===== src/sv/integer_to_ascii_radix_formatter_macros.svh =====
// Assertion macros for the integer to ASCII radix formatter.
// Each macro samples on clk and is disabled while rst_n is low.
// Included by the modules that carry assertions; no other dependencies.
`ifndef INTEGER_TO_ASCII_RADIX_FORMATTER_MACROS_SVH
`define INTEGER_TO_ASCII_RADIX_FORMATTER_MACROS_SVH

`ifndef SYNTHESIS

// Same-cycle implication.
`define I2A_ASSERT_IMPL(lbl, ante, cons, msg) \
  lbl: assert property (@(posedge clk) disable iff (!rst_n) (ante) |-> (cons)) \
    else $error(msg);

// Next-cycle implication.
`define I2A_ASSERT_NEXT(lbl, ante, cons, msg) \
  lbl: assert property (@(posedge clk) disable iff (!rst_n) (ante) |=> (cons)) \
    else $error(msg);

`else

`define I2A_ASSERT_IMPL(lbl, ante, cons, msg)
`define I2A_ASSERT_NEXT(lbl, ante, cons, msg)

`endif

`endif


===== src/sv/i2a_pkg.sv =====
// Shared types, constants and character helpers for the radix formatter.
// No dependencies; imported by every module of the block.
package i2a_pkg;

  localparam int WORD_W    = 32;  // modes 0 and 1 operand
  localparam int PTR_W     = 64;  // mode 2 operand
  localparam int DIG_W     = 4;   // one stored digit
  localparam int DIG_MAX   = 32;  // longest digit string (radix 2)
  localparam int CNT_W     = 6;   // holds 0..DIG_MAX
  localparam int CHAR_W    = 8;
  localparam int RADIX_W   = 5;
  localparam int REG_IDX_W = 2;
  localparam int MAX_RADIX = 16;
  localparam int DIV_STEPS = 8;   // quotient bits per cycle
  localparam int CHUNKS    = WORD_W / DIV_STEPS;
  localparam int STEP_W    = 2;
  localparam int PFX_IDX_W = 3;
  localparam int STACK_W   = DIG_MAX * DIG_W;

  localparam logic [CNT_W-1:0]   DIG_MAX_CNT = CNT_W'(DIG_MAX);
  localparam logic [STEP_W-1:0]  LAST_CHUNK  = STEP_W'(CHUNKS - 1);
  localparam logic [RADIX_W-1:0] DEC_RADIX   = RADIX_W'(10);
  localparam logic [RADIX_W-1:0] MIN_RADIX   = RADIX_W'(2);
  localparam logic [RADIX_W-1:0] TOP_RADIX   = RADIX_W'(MAX_RADIX);
  localparam logic [CHAR_W-1:0]  ASCII_ZERO  = CHAR_W'(48);

  localparam logic [RADIX_W-1:0] RESET_RADIX   = RADIX_W'(10);
  localparam logic [PTR_W-1:0]   RESET_SYM_LO  = 64'h3736_3534_3332_3130; // "01234567"
  localparam logic [PTR_W-1:0]   RESET_SYM_HI  = 64'h6665_6463_6261_3938; // "89abcdef"

  typedef enum logic [1:0] {
    MODE_DEC    = 2'd0,
    MODE_SIGNED = 2'd1,
    MODE_PTR    = 2'd2,
    MODE_NONE   = 2'd3
  } mode_t;

  typedef enum logic [REG_IDX_W-1:0] {
    REG_RADIX  = 2'd0,
    REG_SYM_LO = 2'd1,
    REG_SYM_HI = 2'd2
  } reg_idx_t;

  typedef enum logic [1:0] {
    PFX_NONE  = 2'd0,
    PFX_MINUS = 2'd1,
    PFX_HEX   = 2'd2,
    PFX_NIL   = 2'd3
  } pfx_t;

  // controller -> datapath
  typedef struct packed {
    logic                 load;
    logic                 conv;
    logic                 last_chunk;
    logic                 emit_pfx;
    logic                 emit_dig;
    logic                 last;
    pfx_t                 pfx_kind;
    logic [PFX_IDX_W-1:0] pfx_idx;
  } i2a_cmd_t;

  // datapath -> controller
  typedef struct packed {
    logic in_zero;
    logic in_neg;
    logic conv_done;
    logic one_left;
  } i2a_sts_t;

  function automatic logic [CHAR_W-1:0] hex_char(input logic [DIG_W-1:0] d);
    logic [CHAR_W-1:0] de;
    de = {{(CHAR_W-DIG_W){1'b0}}, d};
    if (d < DIG_W'(10)) begin
      hex_char = ASCII_ZERO + de;
    end else begin
      hex_char = 8'h57 + de;  // 'a' - 10
    end
  endfunction

  function automatic logic [CHAR_W-1:0] pfx_char(input pfx_t kind,
                                                 input logic [PFX_IDX_W-1:0] idx);
    logic [CHAR_W-1:0] c;
    c = 8'h00;
    unique case (kind)
      PFX_MINUS: c = "-";
      PFX_HEX:   c = (idx == 3'd0) ? "0" : "x";
      PFX_NIL: begin
        unique case (idx)
          3'd0:    c = "(";
          3'd1:    c = "n";
          3'd2:    c = "i";
          3'd3:    c = "l";
          default: c = ")";
        endcase
      end
      default:   c = 8'h00;
    endcase
    pfx_char = c;
  endfunction

endpackage


===== src/sv/i2a_regs.sv =====
// Configuration registers: radix and the two symbol table words.
// Depends on i2a_pkg; delivers the clamped radix to the datapath.
module i2a_regs
  import i2a_pkg::*;
(
  input  logic                 clk,
  input  logic                 rst_n,
  input  logic                 cfg_we,
  input  logic [REG_IDX_W-1:0] cfg_index,
  input  logic [PTR_W-1:0]     cfg_data,
  output logic [RADIX_W-1:0]   eff_radix,
  output logic [PTR_W-1:0]     sym_lo,
  output logic [PTR_W-1:0]     sym_hi
);

  logic [RADIX_W-1:0] radix_r;
  logic [PTR_W-1:0]   sym_lo_r;
  logic [PTR_W-1:0]   sym_hi_r;

  always_ff @(posedge clk) begin
    if (!rst_n) begin
      radix_r  <= RESET_RADIX;
      sym_lo_r <= RESET_SYM_LO;
      sym_hi_r <= RESET_SYM_HI;
    end else if (cfg_we) begin
      unique case (cfg_index)
        REG_RADIX:  radix_r  <= cfg_data[RADIX_W-1:0];
        REG_SYM_LO: sym_lo_r <= cfg_data;
        REG_SYM_HI: sym_hi_r <= cfg_data;
        default: ;  // unmapped index, write dropped
      endcase
    end
  end

  // clamp into 2..MAX_RADIX
  always_comb begin
    if (radix_r < MIN_RADIX) begin
      eff_radix = MIN_RADIX;
    end else if (radix_r > TOP_RADIX) begin
      eff_radix = TOP_RADIX;
    end else begin
      eff_radix = radix_r;
    end
  end

  assign sym_lo = sym_lo_r;
  assign sym_hi = sym_hi_r;

endmodule


===== src/sv/i2a_dpath.sv =====
// Datapath: operand register, 8-bit-per-cycle restoring divider, digit stack
// and output register. Depends on i2a_pkg and the assertion macro header.
`include "integer_to_ascii_radix_formatter_macros.svh"
module i2a_dpath
  import i2a_pkg::*;
(
  input  logic               clk,
  input  logic               rst_n,
  input  logic [1:0]         in_mode,
  input  logic [PTR_W-1:0]   in_value,
  input  i2a_cmd_t           cmd,
  input  logic [RADIX_W-1:0] eff_radix,
  input  logic [PTR_W-1:0]   sym_lo,
  input  logic [PTR_W-1:0]   sym_hi,
  output i2a_sts_t           sts,
  output logic               out_valid,
  output logic [CHAR_W-1:0]  out_character,
  output logic               out_last
);

  logic [PTR_W-1:0]   work_r;
  logic [DIG_W-1:0]   rem_r;
  logic [RADIX_W-1:0] div_r;
  mode_t              fmt_r;
  logic [STACK_W-1:0] stack_r;
  logic [CNT_W-1:0]   cnt_r;
  logic               out_valid_r;
  logic               out_last_r;
  logic [CHAR_W-1:0]  out_char_r;

  logic [WORD_W-1:0]  q_nxt;
  logic [DIG_W-1:0]   rem_nxt;
  logic [RADIX_W-1:0] trial;
  logic               qbit;
  logic               is_ptr;
  logic               push;
  logic [DIG_W-1:0]   push_dig;
  logic [WORD_W-1:0]  in_word;
  logic [WORD_W-1:0]  in_mag;
  logic [DIG_W-1:0]   top_dig;
  logic [CHAR_W-1:0]  dig_char;

  assign is_ptr  = (fmt_r == MODE_PTR);
  assign in_word = in_value[WORD_W-1:0];
  assign in_mag  = (mode_t'(in_mode) == MODE_SIGNED && in_word[WORD_W-1])
                   ? WORD_W'(0 - in_word) : in_word;

  // eight restoring steps; remainder stays below the divisor (<= 16)
  always_comb begin
    q_nxt   = work_r[WORD_W-1:0];
    rem_nxt = rem_r;
    trial   = '0;
    qbit    = 1'b0;
    for (int i = 0; i < DIV_STEPS; i++) begin
      trial = {rem_nxt, q_nxt[WORD_W-1]};
      if (trial >= div_r) begin
        rem_nxt = DIG_W'(trial - div_r);
        qbit    = 1'b1;
      end else begin
        rem_nxt = trial[DIG_W-1:0];
        qbit    = 1'b0;
      end
      q_nxt = {q_nxt[WORD_W-2:0], qbit};
    end
  end

  assign push     = cmd.conv && (is_ptr || cmd.last_chunk);
  assign push_dig = is_ptr ? work_r[DIG_W-1:0] : rem_nxt;

  assign sts.in_zero   = (in_value == '0);
  assign sts.in_neg    = in_word[WORD_W-1];
  assign sts.conv_done = is_ptr ? (work_r[PTR_W-1:DIG_W] == '0)
                                : (cmd.last_chunk && q_nxt == '0);
  assign sts.one_left  = (cnt_r == CNT_W'(1));

  always_ff @(posedge clk) begin
    if (cmd.load) begin
      fmt_r  <= mode_t'(in_mode);
      div_r  <= (mode_t'(in_mode) == MODE_SIGNED) ? eff_radix : DEC_RADIX;
      rem_r  <= '0;
      work_r <= (mode_t'(in_mode) == MODE_PTR) ? in_value
                                                : {{(PTR_W-WORD_W){1'b0}}, in_mag};
    end else if (cmd.conv) begin
      if (is_ptr) begin
        work_r <= {{DIG_W{1'b0}}, work_r[PTR_W-1:DIG_W]};
      end else begin
        work_r <= {{(PTR_W-WORD_W){1'b0}}, q_nxt};
        rem_r  <= cmd.last_chunk ? '0 : rem_nxt;
      end
    end
  end

  // digit stack: newest (most significant) digit sits in the low nibble
  always_ff @(posedge clk) begin
    if (push) begin
      stack_r <= {stack_r[STACK_W-DIG_W-1:0], push_dig};
    end else if (cmd.emit_dig) begin
      stack_r <= {{DIG_W{1'b0}}, stack_r[STACK_W-1:DIG_W]};
    end
  end

  always_ff @(posedge clk) begin
    if (!rst_n) begin
      cnt_r <= '0;
    end else if (cmd.load) begin
      cnt_r <= '0;
    end else if (push) begin
      cnt_r <= cnt_r + CNT_W'(1);
    end else if (cmd.emit_dig) begin
      cnt_r <= cnt_r - CNT_W'(1);
    end
  end

  assign top_dig = stack_r[DIG_W-1:0];

  always_comb begin
    unique case (fmt_r)
      MODE_DEC:    dig_char = ASCII_ZERO + {{(CHAR_W-DIG_W){1'b0}}, top_dig};
      MODE_SIGNED: dig_char = top_dig[DIG_W-1]
                              ? sym_hi[{top_dig[DIG_W-2:0], 3'b000} +: CHAR_W]
                              : sym_lo[{top_dig[DIG_W-2:0], 3'b000} +: CHAR_W];
      MODE_PTR:    dig_char = hex_char(top_dig);
      default:     dig_char = '0;
    endcase
  end

  always_ff @(posedge clk) begin
    if (!rst_n) begin
      out_valid_r <= 1'b0;
      out_last_r  <= 1'b0;
    end else begin
      out_valid_r <= cmd.emit_pfx || cmd.emit_dig;
      out_last_r  <= cmd.last && (cmd.emit_pfx || cmd.emit_dig);
    end
  end

  always_ff @(posedge clk) begin
    out_char_r <= cmd.emit_pfx ? pfx_char(cmd.pfx_kind, cmd.pfx_idx) : dig_char;
  end

  assign out_valid     = out_valid_r;
  assign out_last      = out_last_r;
  assign out_character = out_char_r;

  `I2A_ASSERT_IMPL(a_stack_no_overflow, push, cnt_r != DIG_MAX_CNT, "digit stack overflow")
  `I2A_ASSERT_IMPL(a_emit_nonempty, cmd.emit_dig, cnt_r != '0, "digit emitted from empty stack")
  `I2A_ASSERT_IMPL(a_last_has_strobe, out_last_r, out_valid_r, "last flag without strobe")

endmodule


===== src/sv/i2a_ctrl.sv =====
// Controller: sequences load, digit conversion, prefix and digit emission.
// Depends on i2a_pkg and the assertion macro header.
`include "integer_to_ascii_radix_formatter_macros.svh"
module i2a_ctrl
  import i2a_pkg::*;
(
  input  logic       clk,
  input  logic       rst_n,
  input  logic       start,
  input  logic [1:0] in_mode,
  input  i2a_sts_t   sts,
  output i2a_cmd_t   cmd,
  output logic       busy
);

  typedef enum logic [3:0] {
    S_IDLE = 4'b0001,
    S_CONV = 4'b0010,
    S_PFX  = 4'b0100,
    S_EMIT = 4'b1000
  } state_t;

  state_t               state_r, state_nxt;
  logic [STEP_W-1:0]    step_r, step_nxt;
  logic [PFX_IDX_W-1:0] pfx_idx_r, pfx_idx_nxt;
  pfx_t                 kind_r, kind_nxt;
  logic [PFX_IDX_W-1:0] pfx_end;

  always_comb begin
    unique case (kind_r)
      PFX_HEX: pfx_end = 3'd1;
      PFX_NIL: pfx_end = 3'd4;
      default: pfx_end = 3'd0;
    endcase
  end

  always_comb begin
    state_nxt   = state_r;
    step_nxt    = step_r;
    pfx_idx_nxt = pfx_idx_r;
    kind_nxt    = kind_r;
    cmd         = '0;
    cmd.pfx_kind   = kind_r;
    cmd.pfx_idx    = pfx_idx_r;
    cmd.last_chunk = (step_r == LAST_CHUNK);
    unique case (state_r)
      S_IDLE: begin
        if (start) begin
          cmd.load = 1'b1;
          unique case (mode_t'(in_mode))
            MODE_DEC: begin
              kind_nxt  = PFX_NONE;
              state_nxt = S_CONV;
            end
            MODE_SIGNED: begin
              kind_nxt  = sts.in_neg ? PFX_MINUS : PFX_NONE;
              state_nxt = S_CONV;
            end
            MODE_PTR: begin
              kind_nxt  = sts.in_zero ? PFX_NIL : PFX_HEX;
              state_nxt = sts.in_zero ? S_PFX : S_CONV;
            end
            default: ;  // no output for this mode
          endcase
        end
      end
      S_CONV: begin
        cmd.conv = 1'b1;
        step_nxt = step_r + STEP_W'(1);
        if (sts.conv_done) begin
          step_nxt  = '0;
          state_nxt = (kind_r == PFX_NONE) ? S_EMIT : S_PFX;
        end
      end
      S_PFX: begin
        cmd.emit_pfx = 1'b1;
        cmd.last     = (kind_r == PFX_NIL) && (pfx_idx_r == pfx_end);
        pfx_idx_nxt  = pfx_idx_r + PFX_IDX_W'(1);
        if (pfx_idx_r == pfx_end) begin
          pfx_idx_nxt = '0;
          state_nxt   = (kind_r == PFX_NIL) ? S_IDLE : S_EMIT;
        end
      end
      S_EMIT: begin
        cmd.emit_dig = 1'b1;
        cmd.last     = sts.one_left;
        if (sts.one_left) begin
          state_nxt = S_IDLE;
        end
      end
      default: state_nxt = S_IDLE;
    endcase
  end

  always_ff @(posedge clk) begin
    if (!rst_n) begin
      state_r   <= S_IDLE;
      step_r    <= '0;
      pfx_idx_r <= '0;
      kind_r    <= PFX_NONE;
    end else begin
      state_r   <= state_nxt;
      step_r    <= step_nxt;
      pfx_idx_r <= pfx_idx_nxt;
      kind_r    <= kind_nxt;
    end
  end

  assign busy = (state_r != S_IDLE);

  `I2A_ASSERT_IMPL(a_step_conv_only, state_r != S_CONV, step_r == '0, "divider step outside conversion")
  `I2A_ASSERT_IMPL(a_pfx_idx_clear, state_r != S_PFX, pfx_idx_r == '0, "prefix index left non-zero")
  `I2A_ASSERT_NEXT(a_emit_done, (state_r == S_EMIT) && sts.one_left, state_r == S_IDLE, "emit did not finish")

endmodule


===== src/sv/integer_to_ascii_radix_formatter.sv =====
// Top level of the integer to ASCII radix formatter.
// Depends on i2a_pkg, i2a_regs, i2a_ctrl and i2a_dpath.
//
//  channel | ports                                  | transaction when
//  --------+----------------------------------------+----------------------------
//  input   | start, busy, in_mode, in_value         | start high and busy low
//  result  | out_valid, out_character, out_last     | every cycle out_valid is high
//  config  | cfg_we, cfg_index, cfg_data            | every cycle cfg_we is high
//
// One number at a time. Decimal and signed modes run each digit through the
//   shared restoring divider (8 quotient bits a cycle), then emit one character per
//   cycle. Pointer mode strips one hex digit a cycle; a zero pointer prints "(nil)".
// Characters appear the cycle after they are issued; busy falls with the last one.
// Reset (rst_n low, synchronous) restores radix 10 and the "0123456789abcdef" table.
// The receiver cannot stall: every strobe is one character, last marks the end.
module integer_to_ascii_radix_formatter
  import i2a_pkg::*;
(
  input  logic                 clk,
  input  logic                 rst_n,
  input  logic                 start,
  output logic                 busy,
  input  logic [1:0]           in_mode,
  input  logic [PTR_W-1:0]     in_value,
  output logic                 out_valid,
  output logic [CHAR_W-1:0]    out_character,
  output logic                 out_last,
  input  logic                 cfg_we,
  input  logic [REG_IDX_W-1:0] cfg_index,
  input  logic [PTR_W-1:0]     cfg_data
);

  i2a_cmd_t           cmd;
  i2a_sts_t           sts;
  logic [RADIX_W-1:0] eff_radix;
  logic [PTR_W-1:0]   sym_lo;
  logic [PTR_W-1:0]   sym_hi;

  // register file; writes must land only between transactions, the block does not enforce it
  i2a_regs u_regs (
    .clk       (clk),
    .rst_n     (rst_n),
    .cfg_we    (cfg_we),
    .cfg_index (cfg_index),
    .cfg_data  (cfg_data),
    .eff_radix (eff_radix),
    .sym_lo    (sym_lo),
    .sym_hi    (sym_hi)
  );

  // sequencer: idle -> convert -> prefix (if any) -> emit digits, or idle -> prefix for "(nil)"
  i2a_ctrl u_ctrl (
    .clk     (clk),
    .rst_n   (rst_n),
    .start   (start),
    .in_mode (in_mode),
    .sts     (sts),
    .cmd     (cmd),
    .busy    (busy)
  );

  // divider, digit stack, character mapping and output register
  i2a_dpath u_dpath (
    .clk           (clk),
    .rst_n         (rst_n),
    .in_mode       (in_mode),
    .in_value      (in_value),
    .cmd           (cmd),
    .eff_radix     (eff_radix),
    .sym_lo        (sym_lo),
    .sym_hi        (sym_hi),
    .sts           (sts),
    .out_valid     (out_valid),
    .out_character (out_character),
    .out_last      (out_last)
  );

endmodule

===== config.mk =====
export PLATFORM = sky130hd
export DESIGN_NAME = integer_to_ascii_radix_formatter
export DESIGN_NICKNAME = d
export VERILOG_FILES = /design/src/sv/i2a_pkg.sv /design/src/sv/i2a_regs.sv /design/src/sv/i2a_dpath.sv /design/src/sv/i2a_ctrl.sv /design/src/sv/integer_to_ascii_radix_formatter.sv
export VERILOG_INCLUDE_DIRS = /design/src /design/src/sv
export SDC_FILE = /design/constraint.sdc
export NUM_CORES = 1
export LEC_CHECK = 0
export ABC_AREA = 1
export BUFFER_PORTS_ARGS = -buffer_cell sky130_fd_sc_hd__buf_2
export CAP_MARGIN = 0
export CORE_MARGIN = 4
export CORE_UTILIZATION = 60
export DETAILED_ROUTE_END_ITERATION = 10
export PLACE_DENSITY_LB_ADDON = 0.15
export SLEW_MARGIN = 15
export SYNTH_ARGS = -nofsm -noshare
export SYNTH_HDL_FRONTEND = slang
export SYNTH_HIERARCHICAL = 1
export SYNTH_SLANG_ARGS = --single-unit

===== constraint.sdc =====
create_clock -name clk -period 15.3 [get_ports clk]
set_input_delay 3.06 -clock clk [delete_from_list [all_inputs] [get_ports clk]]
set_output_delay 3.06 -clock clk [all_outputs]
set_load 0.01 [all_outputs]

==> results_dict.tcl <==
set metrics [dict create \
    critPathRequiredTime_ps 15770 \
    drt_iter0_markers 1641 \
    fin_crit_sh_pct 77.47 \
    holdPathEnd "u_regs/sym_hi[50]$_SDFFE_PN1P_" \
    p_sw_share_pct 46.37 \
    seq_area_frac_synth_pct 47.23 \
    gp_congestion 0.9172 \
    combPwrFrac_pct 57.6 \
    setup_tns_ps 0 \
    max_freq_mhz 84.37 \
    p_leak_nw 10.07 \
    hold_path.startpoint "u_regs/sym_hi[50]$_SDFFE_PN1P_" \
    status "finished, final reports clean" \
    synth_edf_count 199 \
    start_util_pct 61.49 \
    r2r_end "u_ctrl/state_r[3]$_SDFFE_PN0P_" \
    clock_skew_ps 15.97 \
    slew_violations 0 \
    grt_setup_unrepaired "false" \
    yosys-top-cells-count "nand2_1, nor2_1, inv_1, edfxtp_1, nand3_1" \
    synthTopCellsByArea "edfxtp_1, nand2_1, dfxtp_1" \
    die_h_um 188.8 \
    post-synth-top-count-cell "nand2_1" \
    setup_ws_ps 3447 \
    drt-total-wl_um 50200 \
    relSlewSlack_pct 26.46 \
    tritoncts "done" \
    hold_viol 0 \
    ioPinCount 147 \
    arrival_ps 12320 \
    cts_root_buf "clkbuf_16" \
    syn_to_final_growth_pct 11.20 \
    slowest_stage "edfxtp_1" \
    firstDrtPassIters 6 \
    row_count 65 \
    antenna_found_initial 4 \
    internal_power_mw 2.932 \
    hold_depth 2 \
    hold_class "reg2reg" \
    cpMostUsedCell "nand2_1" \
    power_frac_seq_pct 24.5 \
    port_buffers 146 \
    final_antenna_net_count 0 \
    post_cts_buffers 0 \
    yosysUniqueCellTypes 55 \
    path_buf_inv 13 \
    power_density_mw_per_mm2 250.8 \
    worstSetupPathDepth 71 \
    hold_ws_ps 465.3 \
    netlist_area_mm2 0.01960 \
    drive_gt1_share_pct 10.26 \
    yosys.area.top_type "edfxtp_1" \
    viasPerCell 5.552 \
    fin_area_mm2 0.02180 \
    setup_violations 0 \
    drc 0 \
    crit_fanout 10 \
    cts_hold_buf 0 \
    syn_nets 2780 \
    r2r_start "u_dpath/div_r[1]$_SDFFCE_PP1P_" \
    cap_violations 0 \
    yosysWarnings 6 \
    critPathTopFamily "simple AND/OR/NAND/NOR gates" \
    dieArea_mm2 0.03563 \
    dpl_cell_area_mm2 0.02044 \
    cts_made_buffers 40 \
    fin_crit_ps 11850 \
    worst_pin_slew_ps 1103 \
    cts.clk_slew.worst_paths_ps 60 \
    grt_pass1_wl_um 80480 \
    endpoint_kind "flip-flop" \
    cts-htree-levels 2 \
    power.share.clock_pct 17.9 \
    vias 17416 \
    avgSynthCellArea_um2 7.587 \
    reg2reg_setup_slack_ps 3450 \
    synth_top_area_share_pct 30.48 \
    peakVddDrop_uv 384.4 \
    synth-main-ff-cell "edfxtp_1" \
    die_width_um 188.8 \
    cts_buffer_depth 3 \
    cts_resized 0 \
    syn_inst 2584 \
    worstSetupStartpointType "flip-flop" \
    crit_path_max_incr_delay_ps 680 \
    nets 2865 \
    wl_per_cell_um 16.00 \
    grt_use_total_pct 27.14 \
    ys_seq_elements 363 \
    ys_async_sr_fraction_pct 0 \
    power.switching_mw 2.535 \
    worstSkewPairLatency_ps 550 \
    grt_pass1_vias 16165 \
    fp.coreArea_mm2 0.03188 \
    nFillCells 2768 \
    dp_hpwl_um 33520 \
    grt_max_degree 101 \
    reg2reg_depth 71 \
    worstSetupPathType "reg2reg" \
    overflow 0 \
    cts.sinks 363 \
    place_ws_ps 3595 \
]
[per-layer routing]
metal  share of wire [%]  vias to the layer above  global-route usage (%)  routed length, µm
li1                    -                     8608                       -                  -
met1                  44                     8088                   37.93              22020
met2                  46                      623                   43.89              23270
met3                 7.3                       93                   4.909               3659
met4                 2.4                        4                   7.455               1226
met5               0.054                        -                       0                 27
[cell families after synthesis]
logic type                 share of synthesized area, %
and+or+nand+nor                                   31.03
AOI/OAI and AO/OA                                 9.197
xor gates and xnor gates                         0.7149
buffers and inverters                             7.691
adders and majority gates                         4.136
DFF                                               47.23
[final cells by class]
class | count | area, µm² | area share, %
sequential | 363 | 9259 | 42.47
timing repair buffer | 161 | 845.8 | 3.880
inverter | 242 | 914.6 | 4.196
clock buffer | 64 | 1274 | 5.843
multi-input combinational | 1861 | 8872 | 40.70
antenna | 2 | 5.005 | 0.02296
tap | 435 | 544.3 | 2.497
clock inverter | 9 | 85.08 | 0.3903
[stage by stage]
step	utilization [%]	power, mW	cells
2_1_floorplan	-	3.699	2584
3_3_place_gp	64.10	4.339	3062
3_5_place_dp	64.10	4.438	3062
4_1_cts	68.36	5.438	3135
5_1_grt	68.37	5.902	3136
6_report	68.38	5.467	3137
[layout by cell type (no fill, tap or decap), drive strengths merged, types with 8 or more instances in the layout]
cell type / synthesis / layout
or2: 10 / 10
xnor2: 9 / 9
buf: 87 / 161
a32o: 12 / 12
o221ai: 13 / 13
fa: 8 / 8
nor3: 23 / 23
o22ai: 19 / 19
nand4: 20 / 20
clkbuf: 31 / 64
ha: 52 / 52
nand3: 168 / 168
inv: 240 / 241
nor4: 24 / 24
o21ai: 137 / 137
nand2: 904 / 904
a22oi: 21 / 21
edfxtp: 199 / 199
dfxtp: 164 / 164
a21oi: 68 / 68
nor2: 321 / 321
clkinv: 2 / 9
o211ai: 17 / 17
[worst min-delay path, delay by kind of cell, from the launching register on]
family | cells | cell delay (ps)
DFF | 1 | 320
and+or+nand+nor | 2 | 110
[power by group through the flow]
stage	Sequential [mW]	Combinational [mW]	Clock [mW]
2_1_floorplan	1.31	2.38	0
3_3_place_gp	1.35	2.99	0
3_5_place_dp	1.35	3.09	0
4_1_cts	1.33	3.11	0.996
5_1_grt	1.35	3.51	1.04
6_report	1.34	3.15	0.978
[registers in the layout, indices dropped and copies added (netlist names)]
signal	flops
u_ctrl/kind_r	2
u_dpath/out_last	1
u_dpath/div_r	5
u_dpath/out_character	8
u_ctrl/pfx_idx_r	3
u_dpath/fmt_r	2
u_ctrl/step_r	2
u_dpath/stack_r	128
u_dpath/work_r	64
u_regs/sym_lo	64
u_ctrl/state_r	4
u_dpath/rem_r	4
u_regs/sym_hi	64
u_regs/radix_r	5
u_dpath/cnt_r	6
u_dpath/out_valid	1
[how the worst max path moves through the flow]
stage          slack (ps)                            from                             end
6_report             3450  u_dpath/div_r[1]$_SDFFCE_PP1P_  u_ctrl/state_r[3]$_SDFFE_PN0P_
5_1_grt              2300  u_dpath/div_r[1]$_SDFFCE_PP1P_  u_ctrl/state_r[1]$_SDFFE_PN0P_
4_1_cts              3560  u_dpath/div_r[1]$_SDFFCE_PP1P_  u_ctrl/state_r[3]$_SDFFE_PN0P_
3_5_place_dp         3590  u_dpath/div_r[1]$_SDFFCE_PP1P_  u_ctrl/state_r[3]$_SDFFE_PN0P_
3_3_place_gp         4110  u_dpath/div_r[1]$_SDFFCE_PP1P_  u_ctrl/state_r[1]$_SDFFE_PN0P_
2_1_floorplan        5470  u_dpath/div_r[1]$_SDFFCE_PP1P_  u_ctrl/state_r[1]$_SDFFE_PN0P_
Note: power is estimated with default switching activity, not from simulation.
